### src/aes_cbc_pkg.sv
// ----------------------------------------------------------------------------
// aes_cbc_pkg
// Shared types, constants and round functions of the AES-256 CBC cipher core.
// ----------------------------------------------------------------------------
package aes_cbc_pkg;

    localparam int NumRounds   = 14;
    localparam int NumKeyWords = 60;
    localparam int KeyAddrW    = 6;
    localparam int RoundW      = 4;
    localparam int ApbAddrW    = 6;

    // register indexes of the configuration port
    localparam logic [2:0] REG_KEY0  = 3'd0;
    localparam logic [2:0] REG_KEY1  = 3'd1;
    localparam logic [2:0] REG_KEY2  = 3'd2;
    localparam logic [2:0] REG_KEY3  = 3'd3;
    localparam logic [2:0] REG_IVH   = 3'd4;
    localparam logic [2:0] REG_IVL   = 3'd5;
    localparam logic [2:0] REG_DEC   = 3'd6;
    localparam logic [2:0] REG_CHAIN = 3'd7;

    typedef enum logic [2:0] {
        ST_IDLE,
        ST_EXPAND,
        ST_LOAD,
        ST_ROUND,
        ST_OUTPUT,
        ST_PADBLK
    } state_t;

    // request from the controller to the key schedule unit
    typedef struct packed {
        logic         start;
        logic [255:0] key;
    } ks_ctrl_t;

    typedef struct packed {
        logic busy;
    } ks_stat_t;

    function automatic logic [7:0] sbox_fwd(input logic [7:0] b);
        logic [7:0] t [256];
        t = '{
        8'h63,8'h7c,8'h77,8'h7b,8'hf2,8'h6b,8'h6f,8'hc5,8'h30,8'h01,8'h67,8'h2b,8'hfe,8'hd7,8'hab,8'h76,
        8'hca,8'h82,8'hc9,8'h7d,8'hfa,8'h59,8'h47,8'hf0,8'had,8'hd4,8'ha2,8'haf,8'h9c,8'ha4,8'h72,8'hc0,
        8'hb7,8'hfd,8'h93,8'h26,8'h36,8'h3f,8'hf7,8'hcc,8'h34,8'ha5,8'he5,8'hf1,8'h71,8'hd8,8'h31,8'h15,
        8'h04,8'hc7,8'h23,8'hc3,8'h18,8'h96,8'h05,8'h9a,8'h07,8'h12,8'h80,8'he2,8'heb,8'h27,8'hb2,8'h75,
        8'h09,8'h83,8'h2c,8'h1a,8'h1b,8'h6e,8'h5a,8'ha0,8'h52,8'h3b,8'hd6,8'hb3,8'h29,8'he3,8'h2f,8'h84,
        8'h53,8'hd1,8'h00,8'hed,8'h20,8'hfc,8'hb1,8'h5b,8'h6a,8'hcb,8'hbe,8'h39,8'h4a,8'h4c,8'h58,8'hcf,
        8'hd0,8'hef,8'haa,8'hfb,8'h43,8'h4d,8'h33,8'h85,8'h45,8'hf9,8'h02,8'h7f,8'h50,8'h3c,8'h9f,8'ha8,
        8'h51,8'ha3,8'h40,8'h8f,8'h92,8'h9d,8'h38,8'hf5,8'hbc,8'hb6,8'hda,8'h21,8'h10,8'hff,8'hf3,8'hd2,
        8'hcd,8'h0c,8'h13,8'hec,8'h5f,8'h97,8'h44,8'h17,8'hc4,8'ha7,8'h7e,8'h3d,8'h64,8'h5d,8'h19,8'h73,
        8'h60,8'h81,8'h4f,8'hdc,8'h22,8'h2a,8'h90,8'h88,8'h46,8'hee,8'hb8,8'h14,8'hde,8'h5e,8'h0b,8'hdb,
        8'he0,8'h32,8'h3a,8'h0a,8'h49,8'h06,8'h24,8'h5c,8'hc2,8'hd3,8'hac,8'h62,8'h91,8'h95,8'he4,8'h79,
        8'he7,8'hc8,8'h37,8'h6d,8'h8d,8'hd5,8'h4e,8'ha9,8'h6c,8'h56,8'hf4,8'hea,8'h65,8'h7a,8'hae,8'h08,
        8'hba,8'h78,8'h25,8'h2e,8'h1c,8'ha6,8'hb4,8'hc6,8'he8,8'hdd,8'h74,8'h1f,8'h4b,8'hbd,8'h8b,8'h8a,
        8'h70,8'h3e,8'hb5,8'h66,8'h48,8'h03,8'hf6,8'h0e,8'h61,8'h35,8'h57,8'hb9,8'h86,8'hc1,8'h1d,8'h9e,
        8'he1,8'hf8,8'h98,8'h11,8'h69,8'hd9,8'h8e,8'h94,8'h9b,8'h1e,8'h87,8'he9,8'hce,8'h55,8'h28,8'hdf,
        8'h8c,8'ha1,8'h89,8'h0d,8'hbf,8'he6,8'h42,8'h68,8'h41,8'h99,8'h2d,8'h0f,8'hb0,8'h54,8'hbb,8'h16};
        return t[b];
    endfunction

    function automatic logic [7:0] sbox_inv(input logic [7:0] b);
        logic [7:0] t [256];
        t = '{
        8'h52,8'h09,8'h6a,8'hd5,8'h30,8'h36,8'ha5,8'h38,8'hbf,8'h40,8'ha3,8'h9e,8'h81,8'hf3,8'hd7,8'hfb,
        8'h7c,8'he3,8'h39,8'h82,8'h9b,8'h2f,8'hff,8'h87,8'h34,8'h8e,8'h43,8'h44,8'hc4,8'hde,8'he9,8'hcb,
        8'h54,8'h7b,8'h94,8'h32,8'ha6,8'hc2,8'h23,8'h3d,8'hee,8'h4c,8'h95,8'h0b,8'h42,8'hfa,8'hc3,8'h4e,
        8'h08,8'h2e,8'ha1,8'h66,8'h28,8'hd9,8'h24,8'hb2,8'h76,8'h5b,8'ha2,8'h49,8'h6d,8'h8b,8'hd1,8'h25,
        8'h72,8'hf8,8'hf6,8'h64,8'h86,8'h68,8'h98,8'h16,8'hd4,8'ha4,8'h5c,8'hcc,8'h5d,8'h65,8'hb6,8'h92,
        8'h6c,8'h70,8'h48,8'h50,8'hfd,8'hed,8'hb9,8'hda,8'h5e,8'h15,8'h46,8'h57,8'ha7,8'h8d,8'h9d,8'h84,
        8'h90,8'hd8,8'hab,8'h00,8'h8c,8'hbc,8'hd3,8'h0a,8'hf7,8'he4,8'h58,8'h05,8'hb8,8'hb3,8'h45,8'h06,
        8'hd0,8'h2c,8'h1e,8'h8f,8'hca,8'h3f,8'h0f,8'h02,8'hc1,8'haf,8'hbd,8'h03,8'h01,8'h13,8'h8a,8'h6b,
        8'h3a,8'h91,8'h11,8'h41,8'h4f,8'h67,8'hdc,8'hea,8'h97,8'hf2,8'hcf,8'hce,8'hf0,8'hb4,8'he6,8'h73,
        8'h96,8'hac,8'h74,8'h22,8'he7,8'had,8'h35,8'h85,8'he2,8'hf9,8'h37,8'he8,8'h1c,8'h75,8'hdf,8'h6e,
        8'h47,8'hf1,8'h1a,8'h71,8'h1d,8'h29,8'hc5,8'h89,8'h6f,8'hb7,8'h62,8'h0e,8'haa,8'h18,8'hbe,8'h1b,
        8'hfc,8'h56,8'h3e,8'h4b,8'hc6,8'hd2,8'h79,8'h20,8'h9a,8'hdb,8'hc0,8'hfe,8'h78,8'hcd,8'h5a,8'hf4,
        8'h1f,8'hdd,8'ha8,8'h33,8'h88,8'h07,8'hc7,8'h31,8'hb1,8'h12,8'h10,8'h59,8'h27,8'h80,8'hec,8'h5f,
        8'h60,8'h51,8'h7f,8'ha9,8'h19,8'hb5,8'h4a,8'h0d,8'h2d,8'he5,8'h7a,8'h9f,8'h93,8'hc9,8'h9c,8'hef,
        8'ha0,8'he0,8'h3b,8'h4d,8'hae,8'h2a,8'hf5,8'hb0,8'hc8,8'heb,8'hbb,8'h3c,8'h83,8'h53,8'h99,8'h61,
        8'h17,8'h2b,8'h04,8'h7e,8'hba,8'h77,8'hd6,8'h26,8'he1,8'h69,8'h14,8'h63,8'h55,8'h21,8'h0c,8'h7d};
        return t[b];
    endfunction

    function automatic logic [7:0] xtime(input logic [7:0] b);
        return {b[6:0], 1'b0} ^ (b[7] ? 8'h1b : 8'h00);
    endfunction

    function automatic logic [31:0] sub_word(input logic [31:0] w);
        return {sbox_fwd(w[31:24]), sbox_fwd(w[23:16]), sbox_fwd(w[15:8]), sbox_fwd(w[7:0])};
    endfunction

    // byte i of the block sits in bits 127-8i .. 120-8i
    function automatic logic [7:0] get_byte(input logic [127:0] s, input int i);
        return s[127 - 8*i -: 8];
    endfunction

    function automatic logic [127:0] fwd_round(input logic [127:0] s, input logic do_mix);
        logic [127:0] t;
        logic [7:0]   a0, a1, a2, a3, x0, x1, x2, x3;
        t = '0;
        // sub bytes and shift rows
        for (int r = 0; r < 4; r++)
            for (int c = 0; c < 4; c++)
                t[127 - 8*(r + 4*c) -: 8] = sbox_fwd(get_byte(s, r + 4*((c + r) & 3)));
        if (do_mix)
        begin
            for (int c = 0; c < 4; c++)
            begin
                a0 = get_byte(t, 4*c);   a1 = get_byte(t, 4*c+1);
                a2 = get_byte(t, 4*c+2); a3 = get_byte(t, 4*c+3);
                x0 = xtime(a0); x1 = xtime(a1); x2 = xtime(a2); x3 = xtime(a3);
                t[127 - 32*c -: 32] = {x0 ^ x1 ^ a1 ^ a2 ^ a3,
                                       a0 ^ x1 ^ x2 ^ a2 ^ a3,
                                       a0 ^ a1 ^ x2 ^ x3 ^ a3,
                                       x0 ^ a0 ^ a1 ^ a2 ^ x3};
            end
        end
        return t;
    endfunction

    // inverse shift rows and inverse sub bytes
    function automatic logic [127:0] inv_sub_shift(input logic [127:0] s);
        logic [127:0] t;
        t = '0;
        for (int r = 0; r < 4; r++)
            for (int c = 0; c < 4; c++)
                t[127 - 8*(r + 4*((c + r) & 3)) -: 8] = sbox_inv(get_byte(s, r + 4*c));
        return t;
    endfunction

    function automatic logic [127:0] inv_mix(input logic [127:0] s);
        logic [127:0] t;
        logic [7:0]   a [4];
        logic [7:0]   m2 [4];
        logic [7:0]   m4 [4];
        logic [7:0]   m8 [4];
        logic [7:0]   e [4];
        logic [7:0]   b [4];
        logic [7:0]   d [4];
        logic [7:0]   n [4];
        t = '0;
        for (int c = 0; c < 4; c++)
        begin
            for (int j = 0; j < 4; j++)
            begin
                a[j]  = get_byte(s, 4*c + j);
                m2[j] = xtime(a[j]);
                m4[j] = xtime(m2[j]);
                m8[j] = xtime(m4[j]);
                n[j]  = m8[j] ^ a[j];
                b[j]  = n[j] ^ m2[j];
                d[j]  = n[j] ^ m4[j];
                e[j]  = m8[j] ^ m4[j] ^ m2[j];
            end
            t[127 - 32*c -: 32] = {e[0] ^ b[1] ^ d[2] ^ n[3],
                                   n[0] ^ e[1] ^ b[2] ^ d[3],
                                   d[0] ^ n[1] ^ e[2] ^ b[3],
                                   b[0] ^ d[1] ^ n[2] ^ e[3]};
        end
        return t;
    endfunction

endpackage

### src/aes_cbc_ram.sv
// ----------------------------------------------------------------------------
// aes_cbc_ram
// Generic single-port-write, single-port-read RAM with a registered read.
// ----------------------------------------------------------------------------
module aes_cbc_ram #(
    parameter int Width = 32,
    parameter int Depth = 64
) (
    input  logic                     clk,
    input  logic                     wr_en,
    input  logic [$clog2(Depth)-1:0] wr_addr,
    input  logic [Width-1:0]         wr_data,
    input  logic [$clog2(Depth)-1:0] rd_addr,
    output logic [Width-1:0]         rd_data
);
    logic [Width-1:0] mem [Depth];

    // write port and registered read
    always_ff @(posedge clk)
    begin
        if (wr_en)
            mem[wr_addr] <= wr_data;
        rd_data <= mem[rd_addr];
    end
endmodule

### src/aes_cbc_keysched.sv
// ----------------------------------------------------------------------------
// aes_cbc_keysched
// Key expansion into the round key memory, one word a cycle, plus the read
// port the round datapath uses for four words of one round key at a time.
// ----------------------------------------------------------------------------
module aes_cbc_keysched (
    input  logic                         clk,
    input  logic                         rst_n,
    input  aes_cbc_pkg::ks_ctrl_t        ctrl,
    output aes_cbc_pkg::ks_stat_t        stat,
    input  logic [aes_cbc_pkg::RoundW-1:0] rd_round,
    output logic [127:0]                 rnd_key
);
    import aes_cbc_pkg::*;

    // a window of the last eight words stands in for reads of words i-1, i-8
    logic [31:0]         win_reg [8];
    logic [31:0]         win_next [8];
    logic [KeyAddrW-1:0] idx_reg, idx_next;
    logic [7:0]          rc_reg, rc_next;
    logic                busy_reg, busy_next;
    logic [31:0]         temp, new_word;
    logic                we;
    logic [KeyAddrW-1:0] waddr;
    logic [31:0]         wdata;
    logic [31:0]         bank_q [4];

    // next word of the schedule
    always_comb
    begin
        temp = win_reg[7];
        if (idx_reg[2:0] == 3'd0)
            temp = sub_word({win_reg[7][23:0], win_reg[7][31:24]}) ^ {rc_reg, 24'h0};
        else if (idx_reg[2:0] == 3'd4)
            temp = sub_word(win_reg[7]);
        new_word = win_reg[0] ^ temp;
    end

    always_comb
    begin
        win_next  = win_reg;
        idx_next  = idx_reg;
        rc_next   = rc_reg;
        busy_next = busy_reg;
        we        = 1'b0;
        waddr     = idx_reg;
        wdata     = new_word;
        if (ctrl.start)
        begin
            for (int i = 0; i < 8; i++)
                win_next[i] = ctrl.key[255 - 32*i -: 32];
            idx_next  = '0;
            rc_next   = 8'h01;
            busy_next = 1'b1;
        end
        else if (busy_reg)
        begin
            we = 1'b1;
            if (idx_reg < KeyAddrW'(8))
                wdata = win_reg[idx_reg[2:0]];
            else
            begin
                for (int i = 0; i < 7; i++)
                    win_next[i] = win_reg[i+1];
                win_next[7] = new_word;
                if (idx_reg[2:0] == 3'd0)
                    rc_next = xtime(rc_reg);
            end
            idx_next = idx_reg + KeyAddrW'(1);
            if (idx_reg == KeyAddrW'(NumKeyWords - 1))
                busy_next = 1'b0;
        end
    end

    always_ff @(posedge clk or negedge rst_n)
    begin
        if (!rst_n)
        begin
            busy_reg <= 1'b0;
            idx_reg  <= '0;
            rc_reg   <= 8'h01;
        end
        else
        begin
            busy_reg <= busy_next;
            idx_reg  <= idx_next;
            rc_reg   <= rc_next;
        end
    end

    always_ff @(posedge clk)
    begin
        win_reg <= win_next;
    end

    // four banks by word column, so one round key is one read
    for (genvar b = 0; b < 4; b++)
    begin : g_bank
        aes_cbc_ram #(.Width(32), .Depth(16)) u_ram (
            .clk     (clk),
            .wr_en   (we && (waddr[1:0] == 2'(b))),
            .wr_addr (waddr[5:2]),
            .wr_data (wdata),
            .rd_addr (rd_round),
            .rd_data (bank_q[b])
        );
    end

    assign rnd_key = {bank_q[0], bank_q[1], bank_q[2], bank_q[3]};
    assign stat.busy = busy_reg;
endmodule

### config.mk
export PLATFORM = sky130hd
export DESIGN_NAME = aes_cbc_keysched
export DESIGN_NICKNAME = d
export VERILOG_FILES = /design/src/aes_cbc_pkg.sv /design/src/aes_cbc_ram.sv /design/src/aes_cbc_keysched.sv
export SDC_FILE = /design/constraint.sdc
export NUM_CORES = 2
export LEC_CHECK = 0
export BUFFER_PORTS_ARGS = -buffer_cell sky130_fd_sc_hd__buf_2
export CAP_MARGIN = 0
export CORE_MARGIN = 2
export CORE_UTILIZATION = 56
export DETAILED_ROUTE_END_ITERATION = 6
export MAX_ROUTING_LAYER = met4
export PLACE_DENSITY = 0.87
export SKIP_LAST_GASP = 1
export SLEW_MARGIN = 10
export SYNTH_ARGS = -nofsm -noshare
export SYNTH_HDL_FRONTEND = slang
export SYNTH_HIERARCHICAL = 1
export SYNTH_SLANG_ARGS = --single-unit
### constraint.sdc
create_clock -name clk -period 9.2 [get_ports clk]
set_input_delay 1.84 -clock clk [delete_from_list [all_inputs] [get_ports clk]]
set_output_delay 1.84 -clock clk [all_outputs]
set_load 0.005 [all_outputs]
### Word level (Yosys, flattened, before mapping)

Memories as Yosys holds them, arrays and structs flattened. A register that Yosys moved wholly into a read port is not among the register bits.
Index checks and enable logic that the tools add are counted.

| storage, ports and cells | value |
|---|---|
| register bits after elaboration | 271 |
| memory bits (writable) | 2,048 |
| ROM bits | 8,192 |
| input port bits | 263 |
| memories | 8 |

| operators by class | value |
|---|---|
| add/subtract/negate cells | 1 |
| order comparisons | 6 |
| eq/ne operators | 6 |
| multiplexer cells | 39 |
| bitwise operators | 8 |
| reduce and logical (&&, ||, !) cells | 10 |

Memories:

| memory | words | width | rd ports | clocked after Yosys merged registers in | wr ports | RTL line | text |
|---|---|---|---|---|---|---|---|
| (name not given) | 256 | 8 | 1 | 0 | 0 | aes_cbc_pkg.sv:61 | `return t[b];` |
| (name not given) | 256 | 8 | 1 | 0 | 0 | aes_cbc_pkg.sv:61 |  |
| (name not given) | 256 | 8 | 1 | 0 | 0 | aes_cbc_pkg.sv:61 |  |
| (name not given) | 256 | 8 | 1 | 0 | 0 | aes_cbc_pkg.sv:61 |  |
| g_bank[0].u_ram.mem | 16 | 32 | 1 | 1 | 1 | aes_cbc_ram.sv:16 | `logic [Width-1:0] mem [Depth];` |
| g_bank[1].u_ram.mem | 16 | 32 | 1 | 1 | 1 | aes_cbc_ram.sv:16 |  |
| 2 more memories | - | - | - | - | - | - |  |

Operator list:

| cell | number |
|---|---|
| $mux 256 | 3 |
| $mux 32 | 7 |
| $bmux 32 s3 | 1 |
| $mux 8 | 12 |
| $xor 32x32->32 | 2 |
| $ge 9x9->1 const B | 4 |
| $not 8->9 | 4 |
| $mux 1 | 13 |
| $mux 6 | 2 |
| $xor 8x5->8 | 1 |
| $add 6x1->6 const B | 1 |
| $eq 6x6->1 const B | 1 |
| $lt 6x4->1 const B | 1 |
| $mux 5 | 1 |
| $eq 2x2->1 const B | 2 |
| $ge 4x4->1 const B | 1 |
| $logic_and 1x1->1 | 4 |
| $not 3->4 | 1 |
| $reduce_bool 2->1 | 2 |
| $eq 3x3->1 const B | 1 |
| $logic_not 3->1 | 1 |
| $reduce_and 3->1 | 1 |
| $eq 2x1->1 const B | 1 |
| $logic_not 2->1 | 1 |
| 2 further kinds | 2 |

### Logic depth before layout (Yosys ltp)

| depth | value |
|---|---|
| depth after elaboration | 10 |
| gate-level depth with buffers | 16 |
| mapped depth without buffers | 11 |

### Cells and area by module

Netlist, hierarchy kept.

Modules (own cells, without submodules):

| module | times used | cells each | area each (um2) |
|---|---|---|---|
| aes_cbc_ram | 4 | 838 | 19,854.0 |
| aes_cbc_keysched | 1 | 3,235 | 28,456.0 |

### Least setup slack after synthesis

OpenSTA, ideal clock, no wires.

| timing path | value |
|---|---|
| path kind | register to register |
| from | register win_reg[16] (netlist name) |
| to | memory g_bank[0].u_ram.mem[0][17], data pin |
| arrival time | 8.532 ns |
| required time | 7.918 ns |
| setup slack | -0.614 ns |
| stages on the path, launching flop included | 15 |
| buffers on the path | 4 |
| cell sequence | edfxtp_1 > buf_2 > buf_2 > buf_1 > inv_1 > ha_1 > clkbuf_1 > mux4_2 > o221ai_1 > a21oi_1 > o311ai_1 > nand2_1 > nand2_1 > nor2_1 > a2111oi_0 |

| between the ends | value |
|---|---|
| word-level cells in the longest chain between the ends | 10 |

RTL lines:

| item | RTL line | text |
|---|---|---|
| start, declared | aes_cbc_keysched.sv:17 | `logic [31:0] win_reg [8];` |
| start signal, assigned | aes_cbc_keysched.sv:93 | `win_reg <= win_next;` |
| $not 8->9 (implied by the code) (*) | aes_cbc_pkg.sv:61 |  |
| $mem_v2 256x8 (*) | - |  |
| $mux 8 (implied by the code) (*) (2 in a row) | aes_cbc_pkg.sv:61 |  |
| $mux 32 (*) | aes_cbc_keysched.sv:34 | `else if (idx_reg[2:0] == 3'd4)` |
| $mux 32 (*) | aes_cbc_keysched.sv:32 | `if (idx_reg[2:0] == 3'd0)` |
| $xor 32x32->32 (*) | aes_cbc_keysched.sv:36 | `new_word = win_reg[0] ^ temp;` |
| $mux 32 | aes_cbc_keysched.sv:59 | `if (idx_reg < KeyAddrW'(8))` |
| $mux 32 | aes_cbc_keysched.sv:56 | `else if (busy_reg)` |
| $mux 32 (*) | aes_cbc_keysched.sv:48 | `if (ctrl.start)` |
| net wdata[17] | aes_cbc_keysched.sv:25 | `logic [31:0] wdata;` |
| end, declared | aes_cbc_ram.sv:16 |  |

The timed path passes the listed nets; every way through them passes the cells marked *. The select of a mux whose other input is x is not followed.

### Worst setup path after layout

| timing path | value |
|---|---|
| from | register win_reg[16] (netlist name) |
| to | memory g_bank[0].u_ram.mem[8][27], data pin |

| between the ends | value |
|---|---|
| word-level cells in the longest chain between the ends | 10 |

RTL lines:

| item | RTL line | text |
|---|---|---|
| $not 8->9 (implied by the code) (*) | aes_cbc_pkg.sv:61 |  |
| $mem_v2 256x8 (*) | - |  |
| $mux 8 (*) (2 in a row) | - |  |
| $xor 32x32->32 (*) | aes_cbc_keysched.sv:33 | `temp = sub_word({win_reg[7][23:0], win_reg[7][31:24]}) ^ {rc_reg, 24'h0};` |
| $mux 32 (*) | aes_cbc_keysched.sv:32 |  |
| $xor 32x32->32 (*) | aes_cbc_keysched.sv:36 |  |
| $mux 32 | aes_cbc_keysched.sv:59 |  |
| $mux 32 | aes_cbc_keysched.sv:56 |  |
| $mux 32 (*) | aes_cbc_keysched.sv:48 |  |
| net wdata[27] | aes_cbc_keysched.sv:25 |  |

Marked as above.

==> out/qor.csv <==
stage;metric;value;unit
pwr;Comb pwr share;0.181;
global_route;first-pass GRT wire length;539000;um
drt;vias;70800;
sta;Final Cycle Share;0.721;
drt;TritonRoute pass-1 iters;6;
setup_path;Register-to-Register Setup Slack;2.57;ns
sta;Tmin final;6.63;ns
pwr;Sw Pwr;8.23;mW
floorplanning;Die Wd;443;um
clock_tree;H-Tree Depth;4;
cells_and_area;Final Core Density;0.629;
drt;Iter 0 DRT Violations;13600;
cells_and_area;area of the multi-input gates;33800;sq um
synth;syn nets;6914;
global_route;via count of the first global-routing pass;69600;
clock_tree;Worst-path clk slew;0.09;ns
synth;post-synthesis register bit count;2447;
synth;top cell type's share of synthesized area;0.641;
synth;Synth area leaders;edfxtp_1 64%, mux4_2 13%, dfxtp_1 2.4%;
sta;final setup fails;0;
synth;ys async rst share;0.00613;
sta;fin. max-slew vios;0;
setup_path;crit path DAT;7.20;ns
cells_and_area;non-filler cells, final;9619;
global_route;initial antenna violation count;15;
global_route;M3 GR Usage;0.0714;
synth;synthesized instance count;6587;
floorplanning;Rows;161;
hold_path;Min-Delay Path Class;reg2reg;
floorplanning;I/O Pins;392;
sta;hold slack;0.567;ns
pwr;Clock Power Share;0.350;
cells_and_area;share of layout cells above drive strength 1;0.274;
sta;max_slew headroom;0.0799;
synth;Post-synth EDFFs;2304;
sta;Slew @ Worst Pin;1.35;ns
cells_and_area;commonest non-fill, non-tap cell in the layout;edfxtp_1;
global_route;busiest grt layer;met2;
pwr;Net Sw Frac;0.291;
cells_and_area;most frequent cells in the layout;2,304 x edfxtp_1, 611 x mux4_2, 471 x nand2_1;
drt;DRC violations left;0;
cells_and_area;fill count;12600;
global_route;GRT overflow;0;
cells_and_area;FF/Latch Area;72100;sq um
clock_tree;Bufs on Longest Clock Path;3;
place;Final Wtd Congestion;1.03;
sta;final count of hold timing violations;0;
pwr;PwrDens;234;nW/um^2
pwr;leakage power;39.8;nW
pwr;Internal;20.1;mW
setup_path;Worst Path Max Fanout;64;
cells_and_area;area grow syn2layout;11.9;%
global_route;M1 GR Usage;0.496;
floorplanning;CORE AREA;192000;sq um
clock_tree;worst skew pair latency;0.91;ns
drt;drt total wl;385000;um
floorplanning;die area;196000;sq um
sta;setup tns final;0;ns
clock_tree;CTS tree;done;
clock_tree;total CTS buffers;225;
synth;Ys Warns;6;
hold_path;Worst Hold Launch;win_reg[56]$_DFFE_PP_;
clock_tree;post-cts sizing count;0;
floorplanning;Starting Density;0.562;
pwr;part of the power in registers;0.469;
clock_tree;Root Buffer;clkbuf_16;
synth;Synth cell types;107;
clock_tree;TritonCTS Sinks;2447;
synth;sequential-to-total area share from yosys stat;0.669;
synth;Mapped Area;108000;sq um
sta;RSZ-0062 raised after global routing;false;
drt;Post-DRT Antenna Nets;0;
place;post-detail-place hpwl;218000;um
setup_path;CP Launch Point;win_reg[16]$_DFFE_PP_;
global_route;Total GRT Usage;0.401;
outcome;status;finished clean;
drt;number of vias per cell;7.36;
cells_and_area;nets@finish;7207;
sta;Fmax;151;MHz
floorplanning;Die Height;443;um
setup_path;Worst EP required;9.76;ns
place;input/output buffers;391;
synth;Synth Flop Type;edfxtp_1;
sta;Worst Skew;0.0403;ns
global_route;pin count of the biggest net entering global routing;154;
global_route;met2 Use GR;0.621;
place;dpl cells;9179;
setup_path;Worst Setup Start Kind;flop;
pwr;total power draw;28.3;mW
pwr;Max VDD drop;0.170;mV
drt;WL/cell;40.0;um
run;max-cap violation count;0;
setup_path;CP endpoint kind;flop;
cells_and_area;Largest register FFs;2048;
setup_path;critical path class;reg2reg;
synth;syn_area_per_cell;16.4;sq um
clock_tree;hold buffers post-CTS;0;
setup_path;reg-to-reg startpoint;win_reg[16]$_DFFE_PP_;
clock_tree;postcts setup bufs;0;
synth;largest area contributor in the netlist;edfxtp_1;
==> Yosys cell counts, drive strengths merged, types with 24 or more instances <==
| master | number |
|---|---|
| xor2 | 25 |
| o21a | 24 |
| o211ai | 48 |
| o31ai | 34 |
| and3 | 32 |
| mux4 | 611 |
| a211oi | 65 |
| xnor2 | 30 |
| a311oi | 32 |
| a221oi | 29 |
| mux2i | 32 |
| o21ai | 236 |
| a21oi | 177 |
| mux2 | 209 |
| nor2 | 249 |
| nand3 | 81 |
| ha | 64 |
| o311ai | 37 |
| nor2b | 98 |
| clkbuf | 242 |
| nand2 | 472 |
| and2 | 41 |
| buf | 287 |
| nand2b | 109 |
| inv | 56 |
| a22oi | 268 |
| dfxtp | 128 |
| nor3 | 106 |
| a31oi | 50 |
| edfxtp | 2304 |
==> layout make-up <==
cell class              count  share of cell area
multi-input cells        3551               0.280
clock buffers             308              0.0519
flip-flops and latches   2447               0.597
diodes                     11            0.000228
repair buffers            595              0.0305
inverters                  60             0.00189
clock inverters           121              0.0118
well taps                2526              0.0262
==> final timing paths <==
path / end / depth (start not counted)
max: g_bank[0].u_ram/mem[8][27]$_DFFE_PP_ / 13
max in group asynchronous: rc_reg[0]$_DFFE_PN1P_ / 1
min: win_reg[88]$_DFFE_PP_ / 1
min in group asynchronous: idx_reg[1]$_DFFE_PN0P_ / 1
min reg2reg: win_reg[88]$_DFFE_PP_ / 1
max reg2reg: g_bank[0].u_ram/mem[8][27]$_DFFE_PP_ / 13
==> power groups by stage <==
stage	combinational, mW	clock [mW]	sequential [mW]
2_1_floorplan	2.83	0	13.5
3_3_place_gp	4.75	0	13.5
3_5_place_dp	4.82	0	13.5
4_1_cts	4.89	9.91	13.3
5_1_grt	5.25	10.2	13.3
6_report	5.13	9.89	13.3
==> critical path, cell delays in order, from the launching register on <==
cell       delay, ns
edfxtp_1        0.86
buf_4           0.38
inv_1           0.16
ha_1            0.96
nand2b_1        0.41
a21oi_1         0.11
a2111oi_0       0.53
a22oi_1         0.21
a311o_1         0.46
a211oi_1        0.84
nand4bb_1       0.26
xnor2_1         0.18
o21ai_4         0.20
buf_4           0.65
==> logic make-up after synthesis <==
group	after synthesis	share of synthesized area
flip-flops	2447	0.669
AND/OR/NAND/NOR	1325	0.0594
AO/OA/AOI/OAI	1255	0.0823
multiplexers	852	0.152
buffers and inverters	589	0.0254
adder cells (fa/ha/maj)	64	0.00742
XOR/XNOR	55	0.00447
==> layer usage <==
| metal | part of all wire | routed length (um) |
|---|---|---|
| met3 | 0.12 | 45600 |
| met4 | 0.079 | 30500 |
| met1 | 0.33 | 126000 |
| met5 | 0 | 0 |
| met2 | 0.47 | 183000 |
==> stage by stage <==
stage / instance area (sq um) / setup WS (ns)
after global placement: 113000 / 3.28
after floorplan: 108000 / 1.36
after CTS: 121000 / 2.87
after detailed placement: 113000 / 2.92
after global routing: 121000 / 2.73
final: 121000 / 2.57
(Power assumes the default switching activity.)
